File: src/hdl/lcf_pkg.sv
// ----------------------------------------------------------------------------
// Lidar camera fusion package
// Shared types, widths and constants of the obstacle fusion block.
// ----------------------------------------------------------------------------
package lcf_pkg;

  localparam int RAY_IDX_W  = 12;
  localparam int POS_W      = 12;
  localparam int DIM_W      = 13;
  localparam int ANG_W      = 29;
  localparam int SUM_W      = 24;
  localparam int CNT_W      = 17;
  localparam int SUB_SHIFT  = 3;

  localparam logic [RAY_IDX_W-1:0] RAY_MAX = '1;
  localparam logic [POS_W-1:0]     POS_MAX = '1;
  localparam logic [SUM_W-1:0]     SUM_MAX = '1;
  localparam logic [CNT_W-1:0]     CNT_MAX = '1;

  localparam logic [1:0] KIND_RAY   = 2'd0;
  localparam logic [1:0] KIND_PIXEL = 2'd1;
  localparam logic [1:0] KIND_TICK  = 2'd2;

  localparam logic [2:0] REG_SECTOR_HALF   = 3'd0;
  localparam logic [2:0] REG_OBSTACLE_MM   = 3'd1;
  localparam logic [2:0] REG_CAM_TIMEOUT   = 3'd2;
  localparam logic [2:0] REG_START_ANGLE   = 3'd3;
  localparam logic [2:0] REG_ANGLE_STEP    = 3'd4;
  localparam logic [2:0] REG_IMAGE_WIDTH   = 3'd5;
  localparam logic [2:0] REG_IMAGE_HEIGHT  = 3'd6;

  localparam logic [15:0] CONF_OBSTACLE = 16'd42598;
  localparam logic [15:0] AGE_STALE     = 16'hFFFF;

  localparam int Q_DEPTH = 2;
  localparam int Q_PTR_W = 1;
  localparam int Q_CNT_W = 2;

  localparam int DIV_STEPS = 24;
  localparam int DIV_CNT_W = 5;

  typedef struct packed {
    logic [14:0]        sector_half_angle;
    logic [15:0]        obstacle_range_mm;
    logic [15:0]        camera_timeout_ticks;
    logic signed [15:0] scan_start_angle;
    logic signed [15:0] scan_angle_step;
    logic [DIM_W-1:0]   image_width;
    logic [DIM_W-1:0]   image_height;
  } cfg_t;

  typedef struct packed {
    logic [1:0]             kind;
    logic                   last;
    logic                   sample;
    logic [7:0]             pixel;
    logic                   range_valid;
    logic [15:0]            range_mm;
    logic signed [ANG_W-1:0] angle;
  } cmd_t;

  typedef struct packed {
    logic             start;
    logic [SUM_W-1:0] num;
    logic [CNT_W-1:0] den;
  } div_ctl_t;

  typedef struct packed {
    logic       busy;
    logic       done;
    logic [7:0] quot;
  } div_stat_t;

endpackage

File: src/hdl/lidar_camera_obstacle_fusion.sv
// ----------------------------------------------------------------------------
// Lidar camera obstacle fusion
// Finds the closest lidar return in the front sector, scores image brightness
// over a subsampled central window, and reports obstacle, range and confidence.
// ----------------------------------------------------------------------------
//  Channel  Direction  Accepted when           Carries
//  s_*      in         s_tvalid & s_tready     ray, pixel or tick item
//  m_*      out        m_tvalid & m_tready     one fused result per scan
//  cfg_*    in         cfg_valid & cfg_ready   register index and value
//
//  The front accepts one item per cycle while the two-entry queue has room,
//  and the back executes one queued command per cycle unless it stalls.
//  A frame-ending pixel with samples and a nonzero image size starts dividing
//  the brightness sum; the next frame or scan end waits in the queue meanwhile.
//  A scan end also waits while the previous result has not been transferred.
//  rst resets all control state and loads default register values at once.
// ----------------------------------------------------------------------------
module lidar_camera_obstacle_fusion (
  input  logic        clk,
  input  logic        rst,
  input  logic        s_tvalid,
  output logic        s_tready,
  input  logic [23:0] s_tdata,   // range_mm[15:0], pixel_value[23:16]
  input  logic [2:0]  s_tuser,   // mode[1:0], range_valid[2]
  input  logic        s_tlast,
  output logic        m_tvalid,
  input  logic        m_tready,
  output logic [31:0] m_tdata,   // closest_range_mm[15:0], confidence[31:16]
  output logic [0:0]  m_tuser,   // obstacle_present[0]
  input  logic        cfg_valid,
  output logic        cfg_ready,
  input  logic [2:0]  cfg_index,
  input  logic [15:0] cfg_data
);

  lcf_pkg::cfg_t      cfg;
  lcf_pkg::cmd_t      push_cmd;
  lcf_pkg::cmd_t      head_cmd;
  lcf_pkg::div_ctl_t  div_ctl;
  lcf_pkg::div_stat_t div_stat;
  logic               push;
  logic               q_full;
  logic               pop;
  logic               head_valid;

  assign cfg_ready = 1'b1;

  always_ff @(posedge clk) begin
    if (rst) begin
      cfg.sector_half_angle    <= 15'd1843;
      cfg.obstacle_range_mm    <= 16'd2000;
      cfg.camera_timeout_ticks <= 16'd500;
      cfg.scan_start_angle     <= -16'sd12868;
      cfg.scan_angle_step      <= 16'sd18;
      cfg.image_width          <= 13'd640;
      cfg.image_height         <= 13'd480;
    end else if (cfg_valid && cfg_ready) begin
      unique case (cfg_index)
        lcf_pkg::REG_SECTOR_HALF:  cfg.sector_half_angle    <= cfg_data[14:0];
        lcf_pkg::REG_OBSTACLE_MM:  cfg.obstacle_range_mm    <= cfg_data;
        lcf_pkg::REG_CAM_TIMEOUT:  cfg.camera_timeout_ticks <= cfg_data;
        lcf_pkg::REG_START_ANGLE:  cfg.scan_start_angle     <= cfg_data;
        lcf_pkg::REG_ANGLE_STEP:   cfg.scan_angle_step      <= cfg_data;
        lcf_pkg::REG_IMAGE_WIDTH:  cfg.image_width          <= cfg_data[12:0];
        lcf_pkg::REG_IMAGE_HEIGHT: cfg.image_height         <= cfg_data[12:0];
        default: ;
      endcase
    end
  end

  lcf_front u_front (
    .clk      (clk),
    .rst      (rst),
    .cfg      (cfg),
    .s_tvalid (s_tvalid),
    .s_tready (s_tready),
    .s_tdata  (s_tdata),
    .s_tuser  (s_tuser),
    .s_tlast  (s_tlast),
    .q_full   (q_full),
    .push     (push),
    .push_cmd (push_cmd)
  );

  lcf_queue u_queue (
    .clk        (clk),
    .rst        (rst),
    .push       (push),
    .push_cmd   (push_cmd),
    .full       (q_full),
    .pop        (pop),
    .head_valid (head_valid),
    .head_cmd   (head_cmd)
  );

  lcf_div u_div (
    .clk  (clk),
    .rst  (rst),
    .ctl  (div_ctl),
    .stat (div_stat)
  );

  lcf_back u_back (
    .clk        (clk),
    .rst        (rst),
    .cfg        (cfg),
    .head_valid (head_valid),
    .head_cmd   (head_cmd),
    .pop        (pop),
    .div_ctl    (div_ctl),
    .div_stat   (div_stat),
    .m_tvalid   (m_tvalid),
    .m_tready   (m_tready),
    .m_tdata    (m_tdata),
    .m_tuser    (m_tuser)
  );

endmodule

File: src/hdl/lcf_queue.sv
// ----------------------------------------------------------------------------
// Command queue
// Short first-in first-out buffer between the front and the back part.
// ----------------------------------------------------------------------------
module lcf_queue (
  input  logic          clk,
  input  logic          rst,
  input  logic          push,
  input  lcf_pkg::cmd_t push_cmd,
  output logic          full,
  input  logic          pop,
  output logic          head_valid,
  output lcf_pkg::cmd_t head_cmd
);

  lcf_pkg::cmd_t                  entries [lcf_pkg::Q_DEPTH];
  logic [lcf_pkg::Q_PTR_W-1:0]    rd_ptr;
  logic [lcf_pkg::Q_PTR_W-1:0]    wr_ptr;
  logic [lcf_pkg::Q_CNT_W-1:0]    count;

  assign full       = count == lcf_pkg::Q_CNT_W'(lcf_pkg::Q_DEPTH);
  assign head_valid = count != '0;
  assign head_cmd   = entries[rd_ptr];

  always_ff @(posedge clk) begin
    if (push) begin
      entries[wr_ptr] <= push_cmd;
    end
  end

  always_ff @(posedge clk) begin
    if (rst) begin
      rd_ptr <= '0;
      wr_ptr <= '0;
      count  <= '0;
    end else begin
      if (push) begin
        wr_ptr <= wr_ptr + 1'b1;
      end
      if (pop) begin
        rd_ptr <= rd_ptr + 1'b1;
      end
      if (push && !pop) begin
        count <= count + 1'b1;
      end else if (pop && !push) begin
        count <= count - 1'b1;
      end
    end
  end

endmodule

File: src/hdl/lcf_front.sv
// ----------------------------------------------------------------------------
// Front part
// Accepts input items, tracks ray index and raster position, and turns each ray,
// pixel or tick item into a command for the back part; other kinds are dropped.
// ----------------------------------------------------------------------------
module lcf_front (
  input  logic          clk,
  input  logic          rst,
  input  lcf_pkg::cfg_t cfg,
  input  logic          s_tvalid,
  output logic          s_tready,
  input  logic [23:0]   s_tdata,
  input  logic [2:0]    s_tuser,
  input  logic          s_tlast,
  input  logic          q_full,
  output logic          push,
  output lcf_pkg::cmd_t push_cmd
);

  logic [lcf_pkg::RAY_IDX_W-1:0]    ray_index;
  logic [lcf_pkg::POS_W-1:0]        column;
  logic [lcf_pkg::POS_W-1:0]        row;
  logic                             accept;
  logic [1:0]                       mode;
  logic signed [lcf_pkg::ANG_W-1:0] ang_prod;
  logic signed [lcf_pkg::ANG_W-1:0] ang;
  logic [lcf_pkg::DIM_W-1:0]        col_x;
  logic [lcf_pkg::DIM_W-1:0]        row_x;
  logic [lcf_pkg::DIM_W-1:0]        w_lo;
  logic [lcf_pkg::DIM_W-1:0]        w_hi;
  logic [lcf_pkg::DIM_W-1:0]        h_lo;
  logic [lcf_pkg::DIM_W-1:0]        h_hi;
  logic [lcf_pkg::DIM_W+1:0]        w_tri;
  logic [lcf_pkg::DIM_W+1:0]        h_tri;
  logic [lcf_pkg::DIM_W-1:0]        col_off;
  logic [lcf_pkg::DIM_W-1:0]        row_off;
  logic                             col_in;
  logic                             row_in;
  logic                             wrap;

  assign s_tready = !q_full;
  assign accept   = s_tvalid && s_tready;
  assign mode     = s_tuser[1:0];

  assign ang_prod = $signed({1'b0, ray_index}) * $signed(cfg.scan_angle_step);
  assign ang      = ang_prod + {{(lcf_pkg::ANG_W - 16){cfg.scan_start_angle[15]}},
                                cfg.scan_start_angle};

  assign col_x   = {1'b0, column};
  assign row_x   = {1'b0, row};
  assign w_lo    = {2'b00, cfg.image_width[lcf_pkg::DIM_W-1:2]};
  assign h_lo    = {2'b00, cfg.image_height[lcf_pkg::DIM_W-1:2]};
  assign w_tri   = {2'b00, cfg.image_width} + {1'b0, cfg.image_width, 1'b0};
  assign h_tri   = {2'b00, cfg.image_height} + {1'b0, cfg.image_height, 1'b0};
  assign w_hi    = w_tri[lcf_pkg::DIM_W+1:2];
  assign h_hi    = h_tri[lcf_pkg::DIM_W+1:2];
  assign col_off = col_x - w_lo;
  assign row_off = row_x - h_lo;
  assign col_in  = col_x >= w_lo && col_x < w_hi && col_off[lcf_pkg::SUB_SHIFT-1:0] == '0;
  assign row_in  = row_x >= h_lo && row_x < h_hi && row_off[lcf_pkg::SUB_SHIFT-1:0] == '0;
  assign wrap    = (col_x + lcf_pkg::DIM_W'(1)) >= cfg.image_width || column == lcf_pkg::POS_MAX;

  always_comb begin
    push                 = accept && (mode == lcf_pkg::KIND_RAY || mode == lcf_pkg::KIND_PIXEL ||
                                      mode == lcf_pkg::KIND_TICK);
    push_cmd.kind        = mode;
    push_cmd.last        = s_tlast;
    push_cmd.sample      = col_in && row_in;
    push_cmd.pixel       = s_tdata[23:16];
    push_cmd.range_valid = s_tuser[2];
    push_cmd.range_mm    = s_tdata[15:0];
    push_cmd.angle       = ang;
  end

  always_ff @(posedge clk) begin
    if (rst) begin
      ray_index <= '0;
      column    <= '0;
      row       <= '0;
    end else if (accept) begin
      if (mode == lcf_pkg::KIND_RAY) begin
        if (s_tlast) begin
          ray_index <= '0;
        end else if (ray_index != lcf_pkg::RAY_MAX) begin
          ray_index <= ray_index + 1'b1;
        end
      end else if (mode == lcf_pkg::KIND_PIXEL) begin
        if (s_tlast) begin
          column <= '0;
          row    <= '0;
        end else if (wrap) begin
          column <= '0;
          if (row != lcf_pkg::POS_MAX) begin
            row <= row + 1'b1;
          end
        end else begin
          column <= column + 1'b1;
        end
      end
    end
  end

endmodule

File: src/hdl/lcf_div.sv
// ----------------------------------------------------------------------------
// Score divider
// Restoring divider that takes the brightness sum over the sample count,
// one quotient bit per cycle.
// ----------------------------------------------------------------------------
module lcf_div (
  input  logic               clk,
  input  logic               rst,
  input  lcf_pkg::div_ctl_t  ctl,
  output lcf_pkg::div_stat_t stat
);

  logic                            busy;
  logic [lcf_pkg::DIV_CNT_W-1:0]   step;
  logic [lcf_pkg::SUM_W-1:0]       nq;
  logic [lcf_pkg::CNT_W-1:0]       rem;
  logic [lcf_pkg::CNT_W-1:0]       den;
  logic [lcf_pkg::CNT_W:0]         rem_sh;
  logic [lcf_pkg::CNT_W+1:0]       diff;
  logic                            ge;

  assign rem_sh = {rem, nq[lcf_pkg::SUM_W-1]};
  assign diff   = {1'b0, rem_sh} - {2'b00, den};
  assign ge     = !diff[lcf_pkg::CNT_W+1];

  always_comb begin
    stat.busy = busy;
    stat.done = busy && step == lcf_pkg::DIV_CNT_W'(lcf_pkg::DIV_STEPS - 1);
    stat.quot = {nq[6:0], ge};
  end

  always_ff @(posedge clk) begin
    if (ctl.start) begin
      nq  <= ctl.num;
      den <= ctl.den;
      rem <= '0;
    end else if (busy) begin
      nq  <= {nq[lcf_pkg::SUM_W-2:0], ge};
      rem <= ge ? diff[lcf_pkg::CNT_W-1:0] : rem_sh[lcf_pkg::CNT_W-1:0];
    end
  end

  always_ff @(posedge clk) begin
    if (rst) begin
      busy <= 1'b0;
      step <= '0;
    end else if (ctl.start) begin
      busy <= 1'b1;
      step <= '0;
    end else if (busy) begin
      step <= step + 1'b1;
      if (stat.done) begin
        busy <= 1'b0;
      end
    end
  end

endmodule

File: src/hdl/lcf_back.sv
// ----------------------------------------------------------------------------
// Back part
// Executes queued commands: closest range search, brightness accumulation,
// score age, and the fused result at scan end.
// ----------------------------------------------------------------------------
module lcf_back (
  input  logic               clk,
  input  logic               rst,
  input  lcf_pkg::cfg_t      cfg,
  input  logic               head_valid,
  input  lcf_pkg::cmd_t      head_cmd,
  output logic               pop,
  output lcf_pkg::div_ctl_t  div_ctl,
  input  lcf_pkg::div_stat_t div_stat,
  output logic               m_tvalid,
  input  logic               m_tready,
  output logic [31:0]        m_tdata,
  output logic [0:0]         m_tuser
);

  logic [15:0]               closest;
  logic [lcf_pkg::SUM_W-1:0] sum;
  logic [lcf_pkg::CNT_W-1:0] count;
  logic [14:0]               cam_term;
  logic [15:0]               age;
  logic [15:0]               out_closest;
  logic [15:0]               out_conf;
  logic                      out_obst;

  logic                      is_ray;
  logic                      is_pixel;
  logic                      is_tick;
  logic                      out_free;
  logic                      stall;
  logic [lcf_pkg::ANG_W-2:0] mag;
  logic                      hit;
  logic [15:0]               closest_next;
  logic [lcf_pkg::SUM_W:0]   sum_add;
  logic [lcf_pkg::SUM_W-1:0] sum_next;
  logic [lcf_pkg::CNT_W-1:0] count_next;
  logic                      dims_ok;
  logic                      obst;
  logic                      fresh;
  logic [15:0]               conf;
  logic [15:0]               frac_y;
  logic [16:0]               frac_q;
  logic [14:0]               cam_next;

  assign is_ray   = head_cmd.kind == lcf_pkg::KIND_RAY;
  assign is_pixel = head_cmd.kind == lcf_pkg::KIND_PIXEL;
  assign is_tick  = head_cmd.kind == lcf_pkg::KIND_TICK;
  assign out_free = !m_tvalid || m_tready;
  assign stall    = head_cmd.last && ((is_pixel && div_stat.busy) ||
                                      (is_ray && (div_stat.busy || !out_free)));
  assign pop      = head_valid && !stall;

  assign mag = head_cmd.angle[lcf_pkg::ANG_W-1] ?
               (lcf_pkg::ANG_W-1)'(-head_cmd.angle) : head_cmd.angle[lcf_pkg::ANG_W-2:0];
  assign hit = head_cmd.range_valid && head_cmd.range_mm < closest &&
               mag <= {{(lcf_pkg::ANG_W - 16){1'b0}}, cfg.sector_half_angle};
  assign closest_next = hit ? head_cmd.range_mm : closest;

  assign sum_add    = {1'b0, sum} + {{(lcf_pkg::SUM_W - 7){1'b0}}, head_cmd.pixel};
  assign sum_next   = !head_cmd.sample ? sum :
                      (sum_add[lcf_pkg::SUM_W] ? lcf_pkg::SUM_MAX : sum_add[lcf_pkg::SUM_W-1:0]);
  assign count_next = (!head_cmd.sample || count == lcf_pkg::CNT_MAX) ? count : count + 1'b1;
  assign dims_ok    = cfg.image_width != '0 && cfg.image_height != '0;

  assign obst  = closest_next < cfg.obstacle_range_mm;
  assign fresh = age != lcf_pkg::AGE_STALE && age <= cfg.camera_timeout_ticks;
  assign conf  = (obst ? lcf_pkg::CONF_OBSTACLE : 16'd0) + (fresh ? {1'b0, cam_term} : 16'd0);

  // 22937 = 89 * 255 + 242, so the camera term is 89 * q + floor(242 * q / 255).
  assign frac_y   = 16'(div_stat.quot) * 16'd242;
  assign frac_q   = ({1'b0, frac_y} + {9'd0, frac_y[15:8]} + 17'd1) >> 8;
  assign cam_next = 15'(16'(div_stat.quot) * 16'd89) + frac_q[14:0];

  always_comb begin
    div_ctl.start = pop && is_pixel && head_cmd.last && dims_ok && count_next != '0;
    div_ctl.num   = sum_next;
    div_ctl.den   = count_next;
  end

  assign m_tdata = {out_conf, out_closest};
  assign m_tuser = out_obst;

  always_ff @(posedge clk) begin
    if (pop && is_ray && head_cmd.last) begin
      out_obst    <= obst;
      out_closest <= closest_next;
      out_conf    <= conf;
    end
  end

  always_ff @(posedge clk) begin
    if (rst) begin
      m_tvalid <= 1'b0;
      closest  <= '1;
      sum      <= '0;
      count    <= '0;
      cam_term <= '0;
      age      <= lcf_pkg::AGE_STALE;
    end else begin
      if (pop && is_ray && head_cmd.last) begin
        m_tvalid <= 1'b1;
      end else if (m_tready) begin
        m_tvalid <= 1'b0;
      end
      if (div_stat.done) begin
        cam_term <= cam_next;
      end
      if (pop) begin
        if (is_ray) begin
          if (head_cmd.last) begin
            closest <= '1;
          end else begin
            closest <= closest_next;
          end
        end else if (is_pixel) begin
          if (head_cmd.last) begin
            sum   <= '0;
            count <= '0;
            if (dims_ok) begin
              age <= '0;
              if (count_next == '0) begin
                cam_term <= '0;
              end
            end
          end else begin
            sum   <= sum_next;
            count <= count_next;
          end
        end else if (is_tick) begin
          if (age != lcf_pkg::AGE_STALE) begin
            age <= age + 1'b1;
          end
        end
      end
    end
  end

endmodule

File: config.mk
export PLATFORM = sky130hd
export DESIGN_NAME = lidar_camera_obstacle_fusion
export DESIGN_NICKNAME = d
export VERILOG_FILES = /design/src/hdl/lcf_pkg.sv /design/src/hdl/lidar_camera_obstacle_fusion.sv /design/src/hdl/lcf_queue.sv /design/src/hdl/lcf_front.sv /design/src/hdl/lcf_div.sv /design/src/hdl/lcf_back.sv
export SDC_FILE = /design/constraint.sdc
export NUM_CORES = 2
export LEC_CHECK = 0
export BUFFER_PORTS_ARGS = -buffer_cell sky130_fd_sc_hd__buf_4
export CAP_MARGIN = 20
export CORE_MARGIN = 5
export CORE_UTILIZATION = 46
export DETAILED_ROUTE_END_ITERATION = 7
export HOLD_SLACK_MARGIN = 0.06
export PLACE_DENSITY = 0.68
export SYNTH_ARGS = -nofsm -noshare
export SYNTH_HDL_FRONTEND = slang
export SYNTH_SLANG_ARGS = --single-unit
File: constraint.sdc
create_clock -name clk -period 19.2 [get_ports clk]
set_clock_uncertainty 0.1 [all_clocks]
set_input_delay 2.88 -clock clk [delete_from_list [all_inputs] [get_ports clk]]
set_output_delay 2.88 -clock clk [all_outputs]
set_load 0.05 [all_outputs]
# ---- Word-level counts from Yosys, hierarchy flattened
# Memory sizes are Yosys's and may differ from the RTL's. A register that Yosys moved wholly into a read port is not among the register bits.
# Index checks and enable logic that the tools add are counted.
dict set report word_totals {
  ram_bits 116
  ff_bits 331
  output_inout_bits 36
  word_cells 198
  memories 1
  inputBits 52
}
dict set report op_classes {
  addsub 23
  n_eq_ne 19
  mul 3
  n_lt_le_gt_ge 9
  reduce_logical 71
  n_mux 43
  n_bitwise 2
}
# name depth width read_ports rd_ports_with_merged_regs write_ports line_no
set memory_table {}
lappend memory_table {u_queue.entries 2 58 1 1 1 lcf_queue.sv:16} ;# lcf_pkg::cmd_t entries [lcf_pkg::Q_DEPTH];
# op count
set op_table {}
lappend op_table {{16-bit 2-to-1 mux} 8}
lappend op_table {{15-bit 2-to-1 mux} 8}
lappend op_table {{24-bit 2-to-1 mux} 5}
lappend op_table {{12-bit 2-to-1 mux} 7}
lappend op_table {{17-bit 2-to-1 mux} 3}
lappend op_table {{12-bit by 1-bit adder with 12-bit output, second input constant} 3}
lappend op_table {{17-bit by 1-bit adder with 17-bit output, second input constant} 2}
lappend op_table {{16-bit less-than comparator} 2}
lappend op_table {{13-bit by 14-bit adder with 15-bit output} 2}
lappend op_table {{8-bit by 7-bit multiplier with 15-bit output, second input constant} 2}
lappend op_table {{29-bit adder} 1}
lappend op_table {{13-bit by 16-bit multiplier with 29-bit output} 1}
lappend op_table {{28-bit by 15-bit less-or-equal comparator with 1-bit output} 1}
lappend op_table {{28-bit 2-to-1 mux} 1}
lappend op_table {{28-bit negation} 1}
lappend op_table {{12-bit by 13-bit less-than comparator with 1-bit output} 2}
lappend op_table {{13-bit nonzero test} 2}
lappend op_table {{24-bit by 8-bit adder with 25-bit output} 1}
lappend op_table {{12-bit by 11-bit greater-or-equal comparator with 1-bit output} 2}
lappend op_table {{1-bit logical AND} 24}
lappend op_table {{12-bit != test, second input constant} 2}
lappend op_table {{18-bit by 17-bit subtractor with 19-bit output} 1}
lappend op_table {{2-bit nonzero test} 9}
lappend op_table {{16-bit by 8-bit adder with 17-bit output} 1}
lappend op_table {{other kinds (36)} 79}

# ---- Depth between registers and ports, before layout
dict set report depth {
  depth_word 14
  ltp_mapped 53
  mapped_depth_nobuf 53
}

# ---- By module
# From an unflattened synthesis, not the netlist that was laid out.
dict set report unflattened {
  cells_unflattened 3729
  hier_area_um2 35992.0
}
# module seq_area_each_um2 instances area_each_um2 cells_per_inst
set modules_own_cells {}
lappend modules_own_cells {lcf_front 720.7 1 12376.9 1458}
lappend modules_own_cells {lcf_back 2772.7 1 11519.8 1366}
lappend modules_own_cells {lcf_queue 3583.4 1 4466.8 202}
lappend modules_own_cells {lidar_camera_obstacle_fusion 2102.0 1 4149.0 388}
lappend modules_own_cells {lcf_div 1691.6 1 3479.6 315}

# ---- Least setup slack after synthesis
# OpenSTA, ideal clock, no wires.
dict set report synth_timing {
  kind {reg-to-reg}
  startpoint {register u_div.den[0] (netlist bit)}
  endpoint {register u_back.cam_term[14]}
  setup_time_ns 0.074
  setup_slack_ns 8.687
  required_time_ns 19.026
  synth_period_minus_slack_ns 10.513
  path_stages_with_launch 50
  path_buffers 1
  arrival_ns 10.339
  cell_sequence {edfxtp_1 ha_1 fa_1 nor2b_1 o21ai_0 a21boi_0 o21ai_0 a211oi_1 o21ai_0 a31oi_1 a2111o_1 clkbuf_1 ha_1 xnor2_1 ha_1 ha_1 inv_1 fa_1 [14 not listed] nor3b_1 nand2_1 xor2_1 ha_1 fa_1 inv_1 fa_1 inv_1 ha_1 a21boi_0 o21ai_0 a21boi_0 o21ai_0 nand2b_1 a31oi_1 a21oi_1 or2_2 a31oi_1}
}
dict set report synth_via {
  elab_chain_len 13
}
# element line_no
set synth_rtl {}
lappend synth_rtl {{start: declaration} lcf_div.sv:17} ;# logic [lcf_pkg::CNT_W-1:0] den;
lappend synth_rtl {{start signal: assignment} lcf_div.sv:35} ;# den <= ctl.den;
lappend synth_rtl {{18-bit by 17-bit subtractor with 19-bit output *} lcf_div.sv:23} ;# assign diff = {1'b0, rem_sh} - {2'b00, den};
lappend synth_rtl {{1-bit zero test *} lcf_div.sv:24} ;# assign ge = !diff[lcf_pkg::CNT_W+1];
lappend synth_rtl {{8-bit by 7-bit multiplier with 15-bit output} lcf_back.sv:74} ;# assign frac_y = 16'(div_stat.quot) * 16'd242;
lappend synth_rtl {{16-bit by 8-bit adder with 17-bit output} lcf_back.sv:75} ;# assign frac_q = ({1'b0, frac_y} + {9'd0, frac_y[15:8]} + 17'd1) >> 8;
lappend synth_rtl {{17-bit by 1-bit adder with 17-bit output} lcf_back.sv:75}
lappend synth_rtl {{15-bit by 9-bit adder with 15-bit output *} lcf_back.sv:76} ;# assign cam_next = 15'(16'(div_stat.quot) * 16'd89) + frac_q[14:0];
lappend synth_rtl {{15-bit 2-to-1 mux *} lcf_back.sv:109} ;# if (div_stat.done) begin
lappend synth_rtl {{15-bit 2-to-1 mux} lcf_back.sv:125} ;# if (count_next == '0) begin
lappend synth_rtl {{15-bit 2-to-1 mux} lcf_back.sv:123} ;# if (dims_ok) begin
lappend synth_rtl {{15-bit 2-to-1 mux} lcf_back.sv:120} ;# if (head_cmd.last) begin
lappend synth_rtl {{15-bit 2-to-1 mux} lcf_back.sv:119} ;# end else if (is_pixel) begin
lappend synth_rtl {{15-bit 2-to-1 mux} lcf_back.sv:113} ;# if (is_ray) begin
lappend synth_rtl {{15-bit 2-to-1 mux *} lcf_back.sv:112} ;# if (pop) begin
lappend synth_rtl {{end signal: assignment} lcf_back.sv:110} ;# cam_term <= cam_next;
lappend synth_rtl {{end: declaration} lcf_back.sv:24} ;# logic [14:0] cam_term;
# Every way passes the cells marked *; elsewhere a longest branch is shown, timed or not.
# A chain may end at the register's enable or synchronous reset.

# ---- Final worst setup path
# Ends and elaborated chain as after synthesis.

==> impl_metrics.ini <==
[global_route]
grt_max_degree = 93
grt_pass1_vias = 25700
grt_antenna_before_repair = 2
gr-usage-all-layers = 0.193
grt_pass1_wl_um = 131000
overflow = 0

[place]
place.gp.congestion = 0.863
numPortBuffers = 86
hpwlAfterDp_um = 58800

[logic_synthesis]
synth-main-ff-cell = dfxtp_1
syn_avg_cell_area_sq_um = 9.32
synth-seq-area-share = 0.313
yosys_register_bits = 448
synth_cell_type_count = 85
synth_commonest_cells = nand2_1 (457), inv_1 (424), ha_1 (356), dfxtp_1 (258), fa_1 (235)
synth_area_leaders = edfxtp_1 (16%), dfxtp_1 (15%), fa_1 (14%)
syn_inst = 3726
synth_edf_count = 190
ys_async_sr_fraction = 0
synth_area_sq_um = 34700
synth_fp_nets = 4369
synth_top_area_frac = 0.164
ys_warn_count = 0
yosysMostFrequentCell = nand2_1
synth_top_cell_by_area = edfxtp_1

[flow_run]
cap_viol_max_count = 0

[final_layout]
utilization = 0.509
syn2layout_area_growth_pct = 9.59
fill_cells = 6905
final_nets = 4390
drive_gt1_frac = 0.0720

[die]
fp.coreArea_sq_um = 74700
initial_core_util = 0.465
chipHeight_um = 285
die_area_sq_um = 81100
pin_count = 88
num_rows = 100
die_width_um = 285

[clock_tree]
worstSkewPairLatency_ps = 630
root_buffer = clkbuf_16
numCtsBuffers = 51
cts_tree = yes
clk_path_buf_depth = 3
cts.sinks = 448
cts_resized = 0
post_cts_buffers = 0
clk_pin_slew_ps = 60
postCtsHoldBufs = 0
htreeDepth = 2

[setup_path]
r2r_cells = 50
crit_fanout = 38
slowest_stage = a2111oi_0
r2r_slack_ps = 6930
reg2reg_to = u_back.cam_term[14]
crit_top_cell = o21ai_0
crit_required_ps = 19640
cp_slowest_stage_delay_ps = 850
cp-end-kind = flip-flop
endpoint = u_back.cam_term[14]
worstReg2RegStart = u_div.den[0]
arrival_ps = 12710
startpoint_type = flip-flop
critPathLaunch = u_div.den[0]
critPathKind = reg2reg

[sta]
post-route-min-period_ps = 12270
whs_ps = 348
rsz0062_at_grt = false
worstMarginPinSlew_ps = 992
slew_headroom = 0.321
post-route-period-util = 0.639
final-setup-viol-count = 0
setup_tns_ps = 0
hold_viol = 0
fmax_mhz = 81.5
finalMaxSlewViolations = 0

[detailed_routing]
via_per_inst = 5.40
wirelength_um = 78500
drt_pass1_iterations = 8
ant_nets = 0
via_count = 25700
post_drt_wl_per_cell_um = 16.5
route.detailed.drc = 0
drt-initial-drc-count = 1428

[run_status]
status = completed

[pwr]
p_per_area_nw_per_um2 = 113
ir_worst_vdd_uv = 146
p_total_w = 0.00432
p_leak_nw = 16.4

[min_path]
hold_class = reg2reg
==> worst min path at each step <==
stage | start | end | cells past startpoint
floorplan | u_back.cam_term[10] | u_back.cam_term[10] | 2
global placement | u_back.cam_term[1] | u_back.cam_term[1] | 2
detailed placement | u_back.cam_term[9] | u_back.cam_term[9] | 2
CTS | u_back.cam_term[9] | u_back.cam_term[9] | 2
global route | u_back.cam_term[1] | u_back.cam_term[1] | 2
finish | u_back.cam_term[9] | u_back.cam_term[9] | 2
==> cell usage in the layout (no fill, tap or decap), types with 20 or more instances in the layout <==
cell type    n
dfxtp_1    257
nand2b_1    33
nor2_1     186
mux2_2      43
o21a_1      35
buf_4      110
a21oi_1    226
edfxtp_1   190
a31oi_1     20
nand3_1     57
xnor2_1    126
and3_1      56
clkbuf_16   51
xor2_1      60
nor3_1      41
a211o_1     22
nand2_1    457
a21o_1      53
fa_1       235
a22oi_1     26
inv_1      424
o211ai_1    39
o21ai_0    154
mux2i_1     35
and2_1     127
nor2b_1     37
nand4_1     32
nand3b_1    31
ha_1       356
==> layer usage <==
metal  routed length, um  up-vias  share of wire  track usage
li1                    -    12700              -            -
met1               35500    12400           0.45        0.251
met2               38000      439           0.48        0.340
met3                3280      102          0.042       0.0268
met4                1670        0          0.021       0.0467
met5                   0        -              0            0
==> stage by stage <==
stage	cell area (sq um)	worst slack (ps)	std cells
after floorplan	34700	8690	3726
after global placement	36200	7320	4661
after detailed placement	36200	7060	4661
after CTS	38000	6950	4757
after global routing	38000	5880	4760
final	38000	6930	4760
==> worst max-delay path, delay by kind of cell (launching register included) <==
kind / cells / cell delay [ps]
compound gates: 22 / 4930
xor+xnor: 3 / 590
fa+ha+maj: 12 / 4300
buf+inv: 6 / 760
flops: 1 / 360
simple gates: 7 / 1150
==> where the power goes <==
| group | leakage [nW] | internal, W | switching [W] |
|---|---|---|---|
| Sequential | 3.76 | 0.00110 | 0.0000811 |
| Clock | 0.856 | 0.000587 | 0.000428 |
| Combinational | 11.8 | 0.000909 | 0.00121 |
| Total | 16.4 | 0.00260 | 0.00172 |
==> sequential cells by signal, indices dropped and copies added (netlist names), 2 cells and up, named ones only <==
signal	count
u_back.age	16
u_back.sum	24
u_div.step	5
u_queue.count	2
u_back.count	17
cfg	105
u_back.out_closest	16
u_back.out_conf	16
u_div.rem	17
u_queue.entries	116
u_front.row	12
u_back.closest	16
u_div.nq	24
u_div.den	17
u_front.ray_index	12
u_front.column	12
u_back.cam_term	15
==> area by class of cell <==
type	instances	area, sq um	area share
antenna	1	2.50	0.0000658
clock buffer	61	1370	0.0361
clock inverter	35	400	0.0105
inverter	425	1600	0.0419
multi-input combinational	2708	21700	0.571
sequential	448	10900	0.286
tap	969	1210	0.0319
timing repair buffer	113	876	0.0230
==> cells by family after synthesis <==
| logic type | after synthesis | share of synthesized area |
|---|---|---|
| AOI/OAI and AO/OA | 701 | 0.128 |
| xor gates and xnor gates | 186 | 0.0469 |
| adders and majority gates | 591 | 0.264 |
| buffers and inverters | 570 | 0.0623 |
| DFF | 448 | 0.313 |
| muxes | 78 | 0.0240 |
| other | 1 | 0.000108 |
| and+or+nand+nor | 1151 | 0.162 |
Note: power is estimated with default switching activity, not from simulation.
